### src/rtl/core/complex_arithmetic_unit_assert.svh
// Assertion macros for the complex arithmetic unit.
// Used by the top level; expects clk and arst_n in scope.
`ifndef COMPLEX_ARITHMETIC_UNIT_ASSERT_SVH
`define COMPLEX_ARITHMETIC_UNIT_ASSERT_SVH

// Same-cycle implication, checked out of reset
`define CAU_ASSERT_NOW(lbl, ante, cons) \
	lbl: assert property (@(posedge clk) disable iff (!arst_n) (ante) |-> (cons)) \
		else $error("complex_arithmetic_unit: check failed");

// Next-cycle implication, checked out of reset
`define CAU_ASSERT_NEXT(lbl, ante, cons) \
	lbl: assert property (@(posedge clk) disable iff (!arst_n) (ante) |=> (cons)) \
		else $error("complex_arithmetic_unit: check failed");

`endif

### src/rtl/core/cau_delay.sv
// Enabled shift line used to align results of the pipeline branches.
// Depends on nothing.
`default_nettype none
module cau_delay #(
	parameter int WIDTH = 8,
	parameter int DEPTH = 2
) (
	input  logic             clk,
	input  logic             en,
	input  logic [WIDTH-1:0] d,
	output logic [WIDTH-1:0] q
);
	logic [WIDTH-1:0] line_q [DEPTH];

	// shift on every pipeline advance
	always_ff @(posedge clk) begin
		if (en) begin
			line_q[0] <= d;
			for (int i = 1; i < DEPTH; i++) begin
				line_q[i] <= line_q[i-1];
			end
		end
	end

	assign q = line_q[DEPTH-1];
endmodule
`default_nettype wire

### config.mk
export PLATFORM = sky130hd
export DESIGN_NAME = cau_delay
export DESIGN_NICKNAME = d
export VERILOG_FILES = /design/src/rtl/core/complex_arithmetic_unit_assert.svh /design/src/rtl/core/cau_delay.sv
export SDC_FILE = /design/constraint.sdc
export NUM_CORES = 1
export LEC_CHECK = 0
export BUFFER_PORTS_ARGS = -buffer_cell sky130_fd_sc_hd__buf_2
export CORE_AREA = 10 10 47 49
export DETAILED_ROUTE_END_ITERATION = 8
export DIE_AREA = 0 0 57 59
export PLACE_DENSITY = 0.66
export SYNTH_ARGS = -nofsm -noshare
export SYNTH_HDL_FRONTEND = slang
export SYNTH_SLANG_ARGS = --single-unit
### constraint.sdc
create_clock -name clk -period 0.96 [get_ports clk]
set_input_delay 0.192 -clock clk [delete_from_list [all_inputs] [get_ports clk]]
set_output_delay 0.192 -clock clk [all_outputs]
set_load 0.02 [all_outputs]
==> Word-level counts from Yosys, hierarchy flattened <==
Memory sizes are Yosys's and may differ from the RTL's.
Index checks and enable logic that the tools add are counted.
{ "totals": {"regBits": 0, "n_memories": 1, "wordCells": 3, "mem_bits_rw": 16} }
{ "memory_table": {"columns": ["name", "words", "width", "rd", "rd_clocked_by_memory_dff", "write_ports", "line", "text"], "rows": [
  ["line_q", 2, 8, 2, 0, 2, "cau_delay.sv:13", "logic [WIDTH-1:0] line_q [DEPTH];"]
]} }
{ "op_classes": {"mux": 2} }
{ "ops": {"columns": ["operator", "n"], "rows": [
  ["2-to-1 mux 1 bit", 2]
]} }

==> Depth between registers and ports, before layout <==
{ "logic_depth": {"ltp_word": 2, "depth_mapped": 1, "mapped_depth_nobuf": 0} }

==> Worst setup path before layout <==
OpenSTA, ideal clock, no wires.
{ "synth_timing": {"path_type": "reg2out", "startpoint": "memory line_q[1][0] (netlist: line_q[0][8])", "endpoint": "output port q[0]", "t_required_ns": 0.768, "stages_incl_launch_ff": 2, "t_arrival_ns": 0.490, "slack_ns": 0.278, "n_path_buf": 1, "cell_sequence": "edfxtp_1 > buf_4"} }
{ "synth_rtl": {"columns": ["item", "line", "text"], "rows": [
  ["from (decl)", "cau_delay.sv:13", null],
  ["to (decl)", "cau_delay.sv:11", "output logic [WIDTH-1:0] q"]
]} }

==> results.ini <==
[setup_path]
slowest_stage=edfxtp_1
endpoint_kind=output port
ff2ff_path_depth=0
cp.depth=1
setup.worst_path.start_class=flip-flop
cp.arrival_ps=800
crit_type=reg -> out
cpPeakStageDelay_ps=380
path_buf_inv=1
required_ps=770
crit_family=flip-flops
path_cells=buf_6
critical_path.max_fanout=1

[floorplanning]
die_x_um=57
dieHeight_um=59
die_area_sq_um=3363
num_io_pins=18
initial_core_util=0.3857
core_sq_um=1401
num_rows=14

[timing]
final_hold_viol_count=0
rsz0062_at_grt=yes
setup_violations=8
max_freq_ghz=1.008
tightestPinTransition_ps=316.8
relSlewSlack=0.7888
finalSetupTns_ps=-233.5
skew_ps=3.839
drv_slew=0
finalWorstSetupSlack_ps=-31.60
period_share=1.033
period_minus_slack_ps=991.6

[detailed_routing]
dr_total_vias=206
drc=0
wl_per_cell_um=11.92
avgViaCountPerCell=3.887
firstDrtPassIters=1
wl_um=632
drt_iter0_markers=0
drtAntennaViolNets=0

[clock_tree]
cts-root-buf=clkbuf_4
ctsHoldBuffers=0
clock_sinks=16
cts_tree=yes
insertion_delay_ps=270
post_cts_buffers=0
clockBufferDepth=2
clkTransAtPathRegs_ps=80
cts_inserted_buffers=3
htreeDepth=1

[global_routing]
grtUsageTotal=0.04209
grt_max_degree=17
grt_overflow=0
antenna_found_initial=0
grt_pass1_wl_um=993
grt_pass1_vias=229

[cells_and_area]
regMostFlops=line_q
drive_above_1_share=0.5405
nets=48
final_area_sq_um=649.4
largestRegisters=line_q x16
fillCellCount=134
largest_reg_flops=16
diodes=0
multi_input_comb_cells=0
multiInputGateArea_sq_um=0
area_delta_synth_final_pct=20.14

[logic_synthesis]
ys_warn_count=0
synth_most_common_cell=edfxtp_1
ys_types=2
synth_area_leaders=edfxtp_1, buf_4
synth_enable_flop_cells=16
netlist.top_cell.by_area=edfxtp_1
ys_ff_latch=16
synth_ff_type=edfxtp_1
ys_seq_area_frac=0.8889
synth.avg_cell_area_sq_um=22.52
synth_top_area_share=0.8889
synthCells=24
synth_nets=34
synth_common_cells=edfxtp_1, buf_4
async_flop_share=0
syn_area_sq_um=540.5

[place]
place_ws_ps=133.2
port_buffers=17
placed_cell_area_sq_um=585.6
gp_congestion=0.6072

[min_path]
worstHoldPathCells=1
hp-class=in -> reg

[power]
p_leak_nw=0.2515
vdd.ir_drop.worst_mv=0.8111
p_per_area_nw_per_um2=1954

[outcome]
violations=setup timing
outcome=finished with violations

[run]
max-cap-violations=0

## power breakdown
part	switching, mW	internal (mW)	leakage [nW]
Clock	0.181	0.151	0.0154
Combinational	0.0510	0.0459	0.0796
Sequential	0.0129	0.827	0.157
## logic make-up after synthesis
family                 share of synthesized area
DFF                                       0.8889
buffers and inverters                     0.1111
## timing repair
item / 4_1_cts / 5_1_grt
gates resized for setup: 0 / 12
setup endpoints to repair: 8 / 8
pin swaps: 0 / 0
gates cloned: 0 / 0
## routing by layer
metal | share of wire | wire [um] | vias up | track usage
li1 | - | - | 105 | -
met4 | 0.047 | 30 | 0 | 0.06040
met2 | 0.45 | 286 | 13 | 0.05426
met1 | 0.39 | 245 | 84 | 0.03832
met3 | 0.11 | 70 | 4 | 0.02575
met5 | 0 | 0 | - | 0
## worst paths after layout
| check | from | endpoint | slack [ps] |
|---|---|---|---|
| worst min-delay path | d[1] | line_q[0][1] | 90 |
| worst max-delay path | line_q[0][8] | q[0] | -30 |
| worst max register to register | line_q[0][5] | line_q[0][13] | 340 |
| worst min register to register | line_q[0][6] | line_q[0][14] | 420 |
## through the flow
stage	power, mW	instances	utilization	hold slack [ps]
final	1.269	53	0.4634	85.29
after global routing	1.329	53	0.4634	60.35
after CTS	1.268	53	0.4366	73.09
after detailed placement	0.9335	49	0.4179	370.1
after global placement	0.9303	49	0.4179	368.3
after floorplan	0.9121	24	-	290.9
## final cells by class
cell class,count,area (sq um),area share
Clock inverter,1,3.754,0.005780
Timing Repair Buffer,17,122.6,0.1888
Sequential cell,16,480.5,0.7399
Clock buffer,3,22.52,0.03468
Tap cell,16,20.02,0.03083
## layout by cell type (no fill, tap or decap)
cell type	synthesis	layout
buf_6	0	6
clkbuf_4	0	3
buf_2	0	11
clkinv_1	0	1
edfxtp_1	16	16
(Power assumes the default switching activity.)
