## src/rtl/core/complex_arithmetic_unit_assert.svh

```systemverilog
// Assertion macros for the complex arithmetic unit.
// Used by the top level; expects clk and arst_n in scope.
`ifndef COMPLEX_ARITHMETIC_UNIT_ASSERT_SVH
`define COMPLEX_ARITHMETIC_UNIT_ASSERT_SVH

// Same-cycle implication, checked out of reset
`define CAU_ASSERT_NOW(lbl, ante, cons) \
	lbl: assert property (@(posedge clk) disable iff (!arst_n) (ante) |-> (cons)) \
		else $error("complex_arithmetic_unit: check failed");

// Next-cycle implication, checked out of reset
`define CAU_ASSERT_NEXT(lbl, ante, cons) \
	lbl: assert property (@(posedge clk) disable iff (!arst_n) (ante) |=> (cons)) \
		else $error("complex_arithmetic_unit: check failed");

`endif

```

## src/rtl/core/cau_pkg.sv

```systemverilog
// Package for the complex arithmetic unit: command and status codes,
// widths, pipeline latencies, structs, clamp helper and arctangent table.
// No dependencies.
`default_nettype none
package cau_pkg;

	localparam int DATA_W       = 32;
	localparam int WIDE_W       = 66;
	localparam int SQ_W         = 64;
	localparam int TOL_W        = 31;
	localparam int CFG_W        = 63;
	localparam int CFG_IDX_W    = 1;
	localparam int DIV_Q_W      = 33;
	localparam int ROOT_W       = 33;
	localparam int XY_W         = 66;
	localparam int Z_W          = 34;
	localparam int ANGLE_BITS   = 30;
	localparam int CORDIC_STEPS = 31;
	localparam int SQRT_STEPS   = 32;

	// Pipeline latencies, counted from the accepting edge
	localparam int LAT_FRONT  = 2;
	localparam int LAT_DIV    = 2 + DIV_Q_W;
	localparam int LAT_SQRT   = SQRT_STEPS;
	localparam int LAT_CORDIC = 1 + CORDIC_STEPS;
	localparam int LATENCY    = LAT_FRONT + LAT_DIV + 1;
	localparam int EARLY_DLY  = LAT_DIV - 1;
	localparam int ROOT_DLY   = LAT_FRONT + LAT_DIV - (LAT_FRONT + LAT_SQRT);
	localparam int ANGLE_DLY  = LAT_FRONT + LAT_DIV - LAT_CORDIC;

	localparam logic signed [Z_W-1:0] HALF_PI_Q30 = 34'sd1686629713;

	typedef enum logic [2:0] {
		CMD_ADD  = 3'd0,
		CMD_SUB  = 3'd1,
		CMD_MUL  = 3'd2,
		CMD_DIV  = 3'd3,
		CMD_CONJ = 3'd4,
		CMD_MAG  = 3'd5,
		CMD_ARG  = 3'd6,
		CMD_EQ   = 3'd7
	} cmd_t;

	localparam logic [1:0] ST_OK          = 2'd0;
	localparam logic [1:0] ST_DIV_REFUSED = 2'd1;
	localparam logic [1:0] ST_SATURATED   = 2'd2;

	localparam logic [CFG_IDX_W-1:0] REG_EQ_TOL  = 1'd0;
	localparam logic [CFG_IDX_W-1:0] REG_MIN_DIV = 1'd1;

	typedef struct packed {
		logic signed [DATA_W-1:0] value;
		logic                     sat;
	} clamp_t;

	// Partial result of the short commands
	typedef struct packed {
		logic signed [DATA_W-1:0] re;
		logic signed [DATA_W-1:0] im;
		logic                     eq;
		logic                     sat;
	} part_t;

	typedef struct packed {
		cmd_t  cmd;
		logic  refuse;
		part_t res;
	} early_t;

	// Front end output at stage 2
	typedef struct packed {
		cmd_t                     cmd;
		logic signed [WIDE_W-1:0] mul_re;
		logic signed [WIDE_W-1:0] mul_im;
		logic signed [WIDE_W-1:0] div_nr;
		logic signed [WIDE_W-1:0] div_ni;
		logic [SQ_W-1:0]          den;
		logic [SQ_W-1:0]          mag_sq;
		part_t                    res;
	} front_t;

	// Sign and magnitude to a saturated 32-bit value
	function automatic clamp_t clamp32(input logic neg, input logic [WIDE_W-1:0] mag);
		clamp_t c;
		c.sat = 1'b0;
		if (!neg) begin
			if (mag > WIDE_W'(32'h7FFF_FFFF)) begin
				c.value = 32'sh7FFF_FFFF;
				c.sat   = 1'b1;
			end else begin
				c.value = mag[DATA_W-1:0];
			end
		end else begin
			if (mag > WIDE_W'(32'h8000_0000)) begin
				c.value = 32'sh8000_0000;
				c.sat   = 1'b1;
			end else begin
				c.value = (~mag[DATA_W-1:0]) + 32'd1;
			end
		end
		return c;
	endfunction

	// atan(2^-i) in Q30
	function automatic logic signed [Z_W-1:0] atan_q30(input int unsigned idx);
		logic signed [Z_W-1:0] t;
		case (idx)
			0:  t = 34'sd843314857;
			1:  t = 34'sd497837830;
			2:  t = 34'sd263043837;
			3:  t = 34'sd133525159;
			4:  t = 34'sd67021687;
			5:  t = 34'sd33543516;
			6:  t = 34'sd16775851;
			7:  t = 34'sd8388437;
			8:  t = 34'sd4194283;
			9:  t = 34'sd2097149;
			default: t = (idx < 31) ? (34'sd1 <<< (30 - idx)) : 34'sd0;
		endcase
		return t;
	endfunction

endpackage
`default_nettype wire

```

## src/rtl/core/cau_sqrt.sv

```systemverilog
// Pipelined integer square root of a 64-bit value, one result bit per
// stage. Depends on cau_pkg.
`default_nettype none
module cau_sqrt (
	input  logic                        clk,
	input  logic                        en,
	input  logic [cau_pkg::SQ_W-1:0]    n,
	output logic [cau_pkg::ROOT_W-1:0]  root
);
	import cau_pkg::*;

	logic [SQ_W-1:0] n_s   [1:SQRT_STEPS-1];
	logic [SQ_W-1:0] res_s [1:SQRT_STEPS];

	for (genvar j = 0; j < SQRT_STEPS; j++) begin : g_step
		localparam logic [SQ_W-1:0] BIT = SQ_W'(1) << (SQ_W - 2 - 2 * j);
		logic [SQ_W-1:0] n_in, r_in, trial;
		logic            take;

		if (j == 0) begin : g_first
			assign n_in = n;
			assign r_in = '0;
		end else begin : g_next
			assign n_in = n_s[j];
			assign r_in = res_s[j];
		end

		assign trial = r_in + BIT;
		assign take  = n_in >= trial;

		always_ff @(posedge clk) begin
			if (en) begin
				res_s[j+1] <= take ? ((r_in >> 1) + BIT) : (r_in >> 1);
			end
		end

		if (j < SQRT_STEPS - 1) begin : g_rem
			always_ff @(posedge clk) begin
				if (en) begin
					n_s[j+1] <= take ? (n_in - trial) : n_in;
				end
			end
		end
	end

	assign root = res_s[SQRT_STEPS][ROOT_W-1:0];
endmodule
`default_nettype wire

```

## config.mk

```make
export PLATFORM = sky130hd
export DESIGN_NAME = cau_sqrt
export DESIGN_NICKNAME = d
export VERILOG_FILES = /design/src/rtl/core/complex_arithmetic_unit_assert.svh /design/src/rtl/core/cau_pkg.sv /design/src/rtl/core/cau_sqrt.sv
export SDC_FILE = /design/constraint.sdc
export NUM_CORES = 2
export LEC_CHECK = 0
export BUFFER_PORTS_ARGS = -buffer_cell sky130_fd_sc_hd__buf_2
export CAP_MARGIN = 20
export CORE_ASPECT_RATIO = 0.5
export CORE_MARGIN = 8
export CORE_UTILIZATION = 50
export CTS_CLUSTER_DIAMETER = 200
export CTS_CLUSTER_SIZE = 14
export DETAILED_ROUTE_END_ITERATION = 12
export PLACE_DENSITY_LB_ADDON = 0.12
export SLEW_MARGIN = 15
export SYNTH_ARGS = -nofsm -noshare
export SYNTH_HDL_FRONTEND = slang
export SYNTH_SLANG_ARGS = --single-unit
```

## constraint.sdc

```tcl
create_clock -name clk -period 12.1 [get_ports clk]
set_input_delay 0.605 -clock clk [delete_from_list [all_inputs] [get_ports clk]]
set_output_delay 0.605 -clock clk [all_outputs]
set_load 0.005 [all_outputs]
```

After elaboration in Yosys (flattened, before gate mapping)

Memory sizes are Yosys's and may differ from the RTL's.
Index checks and enable logic that the tools add are counted.

$add $sub $neg: 93
Magnitude comparators: 32
Mux-type cells: 65

Operators with widths:

| operator               | count |
|---|---|
| $mux 64                | 62 |
| $ge 64x64->1           | 31 |
| $sub 64x64->64         | 30 |
| $add 63x1->64 const B  | 1 |
| $add 63x11->64 const B | 1 |
| $add 63x13->64 const B | 1 |
| $add 63x15->64 const B | 1 |
| $add 63x17->64 const B | 1 |
| $add 63x19->64 const B | 1 |
| $add 63x21->64 const B | 1 |
| $add 63x23->64 const B | 1 |
| $add 63x25->64 const B | 1 |
| $add 63x27->64 const B | 1 |
| $add 63x29->64 const B | 1 |
| $add 63x3->64 const B  | 1 |
| $add 63x31->64 const B | 1 |
| $add 63x33->64 const B | 1 |
| $add 63x35->64 const B | 1 |
| $add 63x37->64 const B | 1 |
| $add 63x39->64 const B | 1 |
| $add 63x41->64 const B | 1 |
| $add 63x43->64 const B | 1 |
| $add 63x45->64 const B | 1 |
| $add 63x47->64 const B | 1 |
| 45 further kinds       | 46 |

Flip-flop bits (word level): 0
Memory bits (writable): 4032
Output and inout bits: 33
Word-level logic and storage cells: 192
Memories kept: 2

Memories:

| memory | words | width | read ports | clocked after memory_dff | wr ports | line           | text |
|---|---|---|---|---|---|---|---|
| res_s  | 32    | 64    | 32         | 0                        | 32       | cau_sqrt.sv:13 | `logic [SQ_W-1:0] res_s [1:SQRT_STEPS];` |
| n_s    | 31    | 64    | 31         | 0                        | 31       | cau_sqrt.sv:12 | `logic [SQ_W-1:0] n_s [1:SQRT_STEPS-1];` |

Depth between registers and ports, before layout

An unclocked memory read counts as a cell.

Depth in word-level cells: 4
Gate-level depth with buffers: 15
Gate-level depth less buffers: 13

Least setup slack after synthesis

OpenSTA, ideal clock, no wires.

Kind: register to register
Start: reg, netlist name n_s[1][51]
End: reg, netlist name n_s[1][101]
Library setup time: 260 ps
Arrival time: 3760 ps
Setup slack: 8080 ps
Cell stages (with the launch flop): 11
Path buffers: 2
Path through: edfxtp_1 or4_4 or3_4 or4b_4 or3_4 or3_1 or4_1 or3_1 buf_2 buf_6 mux2_4

==> summary.md <==
| Metric | Value |
|---|---|
| Gr usage total | `between 10% and 20%` |
| Grt met2 use | `34.0%` |
| Largest net degree at the start of global routing | `184` |
| Setup Fix Bufs, Post-CTS | `0` |
| DR iter-0 viols | `about 3.5k` |
| Residual DRC | `0` |
| Final Skew | `between 0.05 and 0.06 ns` |
| Most used routing layer | `met2` |
| Wirelength per Cell | `between 15 and 20 um` |
| Met3 Use GR | `about 2.4%` |
| WL final | `about 230 mm` |
| Synthesized-area fraction occupied by and/or/nand/nor cells | `between 10% and 20%` |
| PD cells | `between 150 and 200 nW/um^2` |
| Antenna cells | `0` |
| Largest family of logic cells by synthesized area | `simple AND/OR/NAND/NOR gates` |
| Clk pin slew, worst setup/hold paths | `~0.07 ns` |
| Port buffer count | `between 90 and 100` |
| Unrepaired setup endpoints after global routing | `false` |
| Post-synth EDFFs | `about 2.5k` |
| Final ANT Viol Nets | `0` |
| Leakage | `about 48 nW` |
| Final Hold Viols | `0` |
| Maximum vdd ir drop | `around 0.00011 V` |
| Fin crit period | `between 5 and 6 ns` |
| Crit-path cells | `ha_1 > nand4_1 > nor3_1 > inv_1 > nor4_1 > o21ai_0 > nand2_2 > clkinv_1 > a2111oi_1 > buf_4 > nand4_1 > xnor2_1` |
| Synth-to-Final Area Change | `8.74%` |
| CP most frequent cell | `nand4_1` |
| Dpl hpwl | `approximately 170 mm` |
| Remaining global-route overflow | `0` |
| Slew @ Worst Pin | `around 1.2 ns` |
| Synth Area in XOR/XNOR | `under 10%` |
| Vias/cell | `about 5.4` |
| Period utilisation layout | `between 40% and 50%` |
| Register bit total from synthesis | `about 2.5k` |
| Vias | `approximately 70k` |
| Placed instance count | `approximately 13k` |
| Status | `finished clean` |
| Yosys warnings | `0` |
| Setup slack after placement | `slightly above 7 ns` |
| Syn nets | `roughly 10k` |
| Clock Tree Buf Depth | `4` |
| Top FF cell, synth | `edfxtp_1` |
| Fmax | `about 0.2 GHz` |
| Max incr delay on CP | `about 1.0 ns` |
| Area fraction in compound gates after synthesis | `under 10%` |
| Endpoints failing setup | `0` |
| Final nets | `10.3k` |
| Critical path peak fanout | `14` |
| Crit end category | `flop` |
| Global-route wire length before repair | `around 370 mm` |
| Adder-Cell Fraction of Synth Area | `under 10%` |
| Synth cell types | `between 80 and 90` |
| Max cap viols | `0` |
| Vias in the first global route | `72.0k` |
| Final instance area | `130000 sq um` |
| Starting density of the core | `50.5%` |
| Die area | `~260000 sq um` |
| Ys async rst share | `0%` |
| Area post-placement | `between 100000 and 150000 sq um` |
| Worst EP required | `12.66 ns` |
| Core area | `about 240000 sq um` |
| Sequential share of the synthesized area | `approximately 63%` |
| Crit path DAT | `around 5.6 ns` |
| Root Buffer | `clkbuf_16` |
| DR pass1 iterations | `5` |
| Mux contribution to synthesized area | `less than 1%` |
| Num rows | `about 130` |
| GPL Wtd Cong | `approximately 0.89` |
| Syn Inst Count | `between 9k and 10k` |
| IO Count | `99` |
| Mapped cell area | `119000 sq um` |
| Final cell count without fillers | `12.9k` |
| Slowest CP cell | `nor4_1` |
| Slew headroom | `approximately a fifth` |
| Critical path class | `flop to flop` |
| CTS Sinks | `roughly 2.5k` |
| Htree depth | `4` |
| GR Util met1 | `between 10% and 20%` |
| CP Launch Type | `flop` |
| WHS | `about 0.12 ns` |
| Antenna violations before repair | `0` |
| Commonest cells after routing, fill and taps aside | `2512 x edfxtp_1, 680 x inv_1, 644 x nor2_1` |
| Die X-Extent | `about 710 um` |
| Most common cell after layout, fill and taps aside | `edfxtp_1` |
| Mean post-synth cell area | `12.6 sq um` |
| Worst-skew pair later-pin latency | `between 0.8 and 0.9 ns` |
| TritonCTS clock tree | `yes` |
| Die Y | `about 360 um` |
| TritonCTS Buffers | `between 200 and 250` |
| Worst hold path type | `input port to flop` |
| Final Max Slew Viols | `0` |
| Worst Slack Setup Final | `slightly above 7 ns` |
| Share of cells above drive strength 1 | `5.68%` |
| Setup TNS | `0 ns` |
[cell families (layout without fill, tap and decap cells)]
family                   count (synthesis)  after routing
AND/OR/NAND/NOR                       2788           2788
flip-flops                            2512           2512
AO/OA/AOI/OAI                         1741           1741
XOR/XNOR                               893            893
buffers and inverters                  866           1126
adder cells (fa/ha/maj)                558            558
multiplexers                            95             95
other                                    1              1
[worst paths after layout]
kind	startpoint	end	slack, ns	depth (start not counted)
setup / recovery	n_s[1][789]	n_s[1][888]	7.09	12
hold / removal	n[63]	n_s[0][127]	0.12	3
setup reg to reg	n_s[1][789]	n_s[1][888]	7.09	12
hold reg to reg	n_s[0][358]	n_s[0][422]	0.41	0
[worst max-delay path, delay by kind of cell, from the launching register on]
kind / cells / cell delay (ns)
simple gates: 5 / 1.82
xor+xnor: 1 / 0.19
fa+ha+maj: 1 / 0.44
flops: 1 / 0.40
compound gates: 2 / 1.00
buf+inv: 3 / 0.88
[cell usage after synthesis, drive strengths merged (99+ instances only)]
cell type  count  area share [%]
nand4        152            0.80
edfxtp      2512              63
nor2         644             2.0
xor2         465             3.4
o21ai        416             1.7
nor4         350             1.8
clkbuf       157            0.49
nand2b       120            0.63
inv          681             2.1
nand3        141            0.60
ha           558             5.8
a21oi        637             2.7
a21o         179             1.1
or3          109            0.58
nand2        618             1.9
o21a          99            0.62
nor3         260             1.1
xnor2        428             3.1
[final cells by class]
type,instances,area [sq um]
Timing Repair Buffer,229,1770
Inverter,683,2560
Sequential cell,2512,75400
Clock buffer,208,5200
Clock inverter,6,82.6
Fill cell,19500,107000
Tap cell,3200,4000
Multi-Input combinational cell,6076,40800
[flip-flops by register name, summed over array words and instances, names as in the netlist]
register  cells
n_s        1984
res_s       528
[per-stage QoR]
stage               util [%]  power (mW)
finish                  54.9        22.7
global route            54.9        23.9
CTS                     54.9        22.9
detailed placement      52.4        17.0
global placement        52.3        16.9
floorplan                  -        15.5
[report_power, final]
| group | internal, mW | leakage, nW | switching (mW) |
|---|---|---|---|
| clock | 3.03 | 2.60 | 2.85 |
| sequential | 11.0 | 24.2 | 0.737 |
| combinational | 2.13 | 21.5 | 2.90 |
[what timing repair did]
action / in CTS / in global routing
hold endpoints to repair: 62 / 0
gates resized for setup: 0 / 0
hold buffers: 62 / 0
[layer usage]
layer	routed length [um]	up-vias	share of wire, %
met2	121000	1168	53
li1	-	35600	-
met5	0	-	0
met1	87800	33000	38
met4	14700	0	6.4
met3	6990	623	3.0
Power figures use the tool's default switching activity.
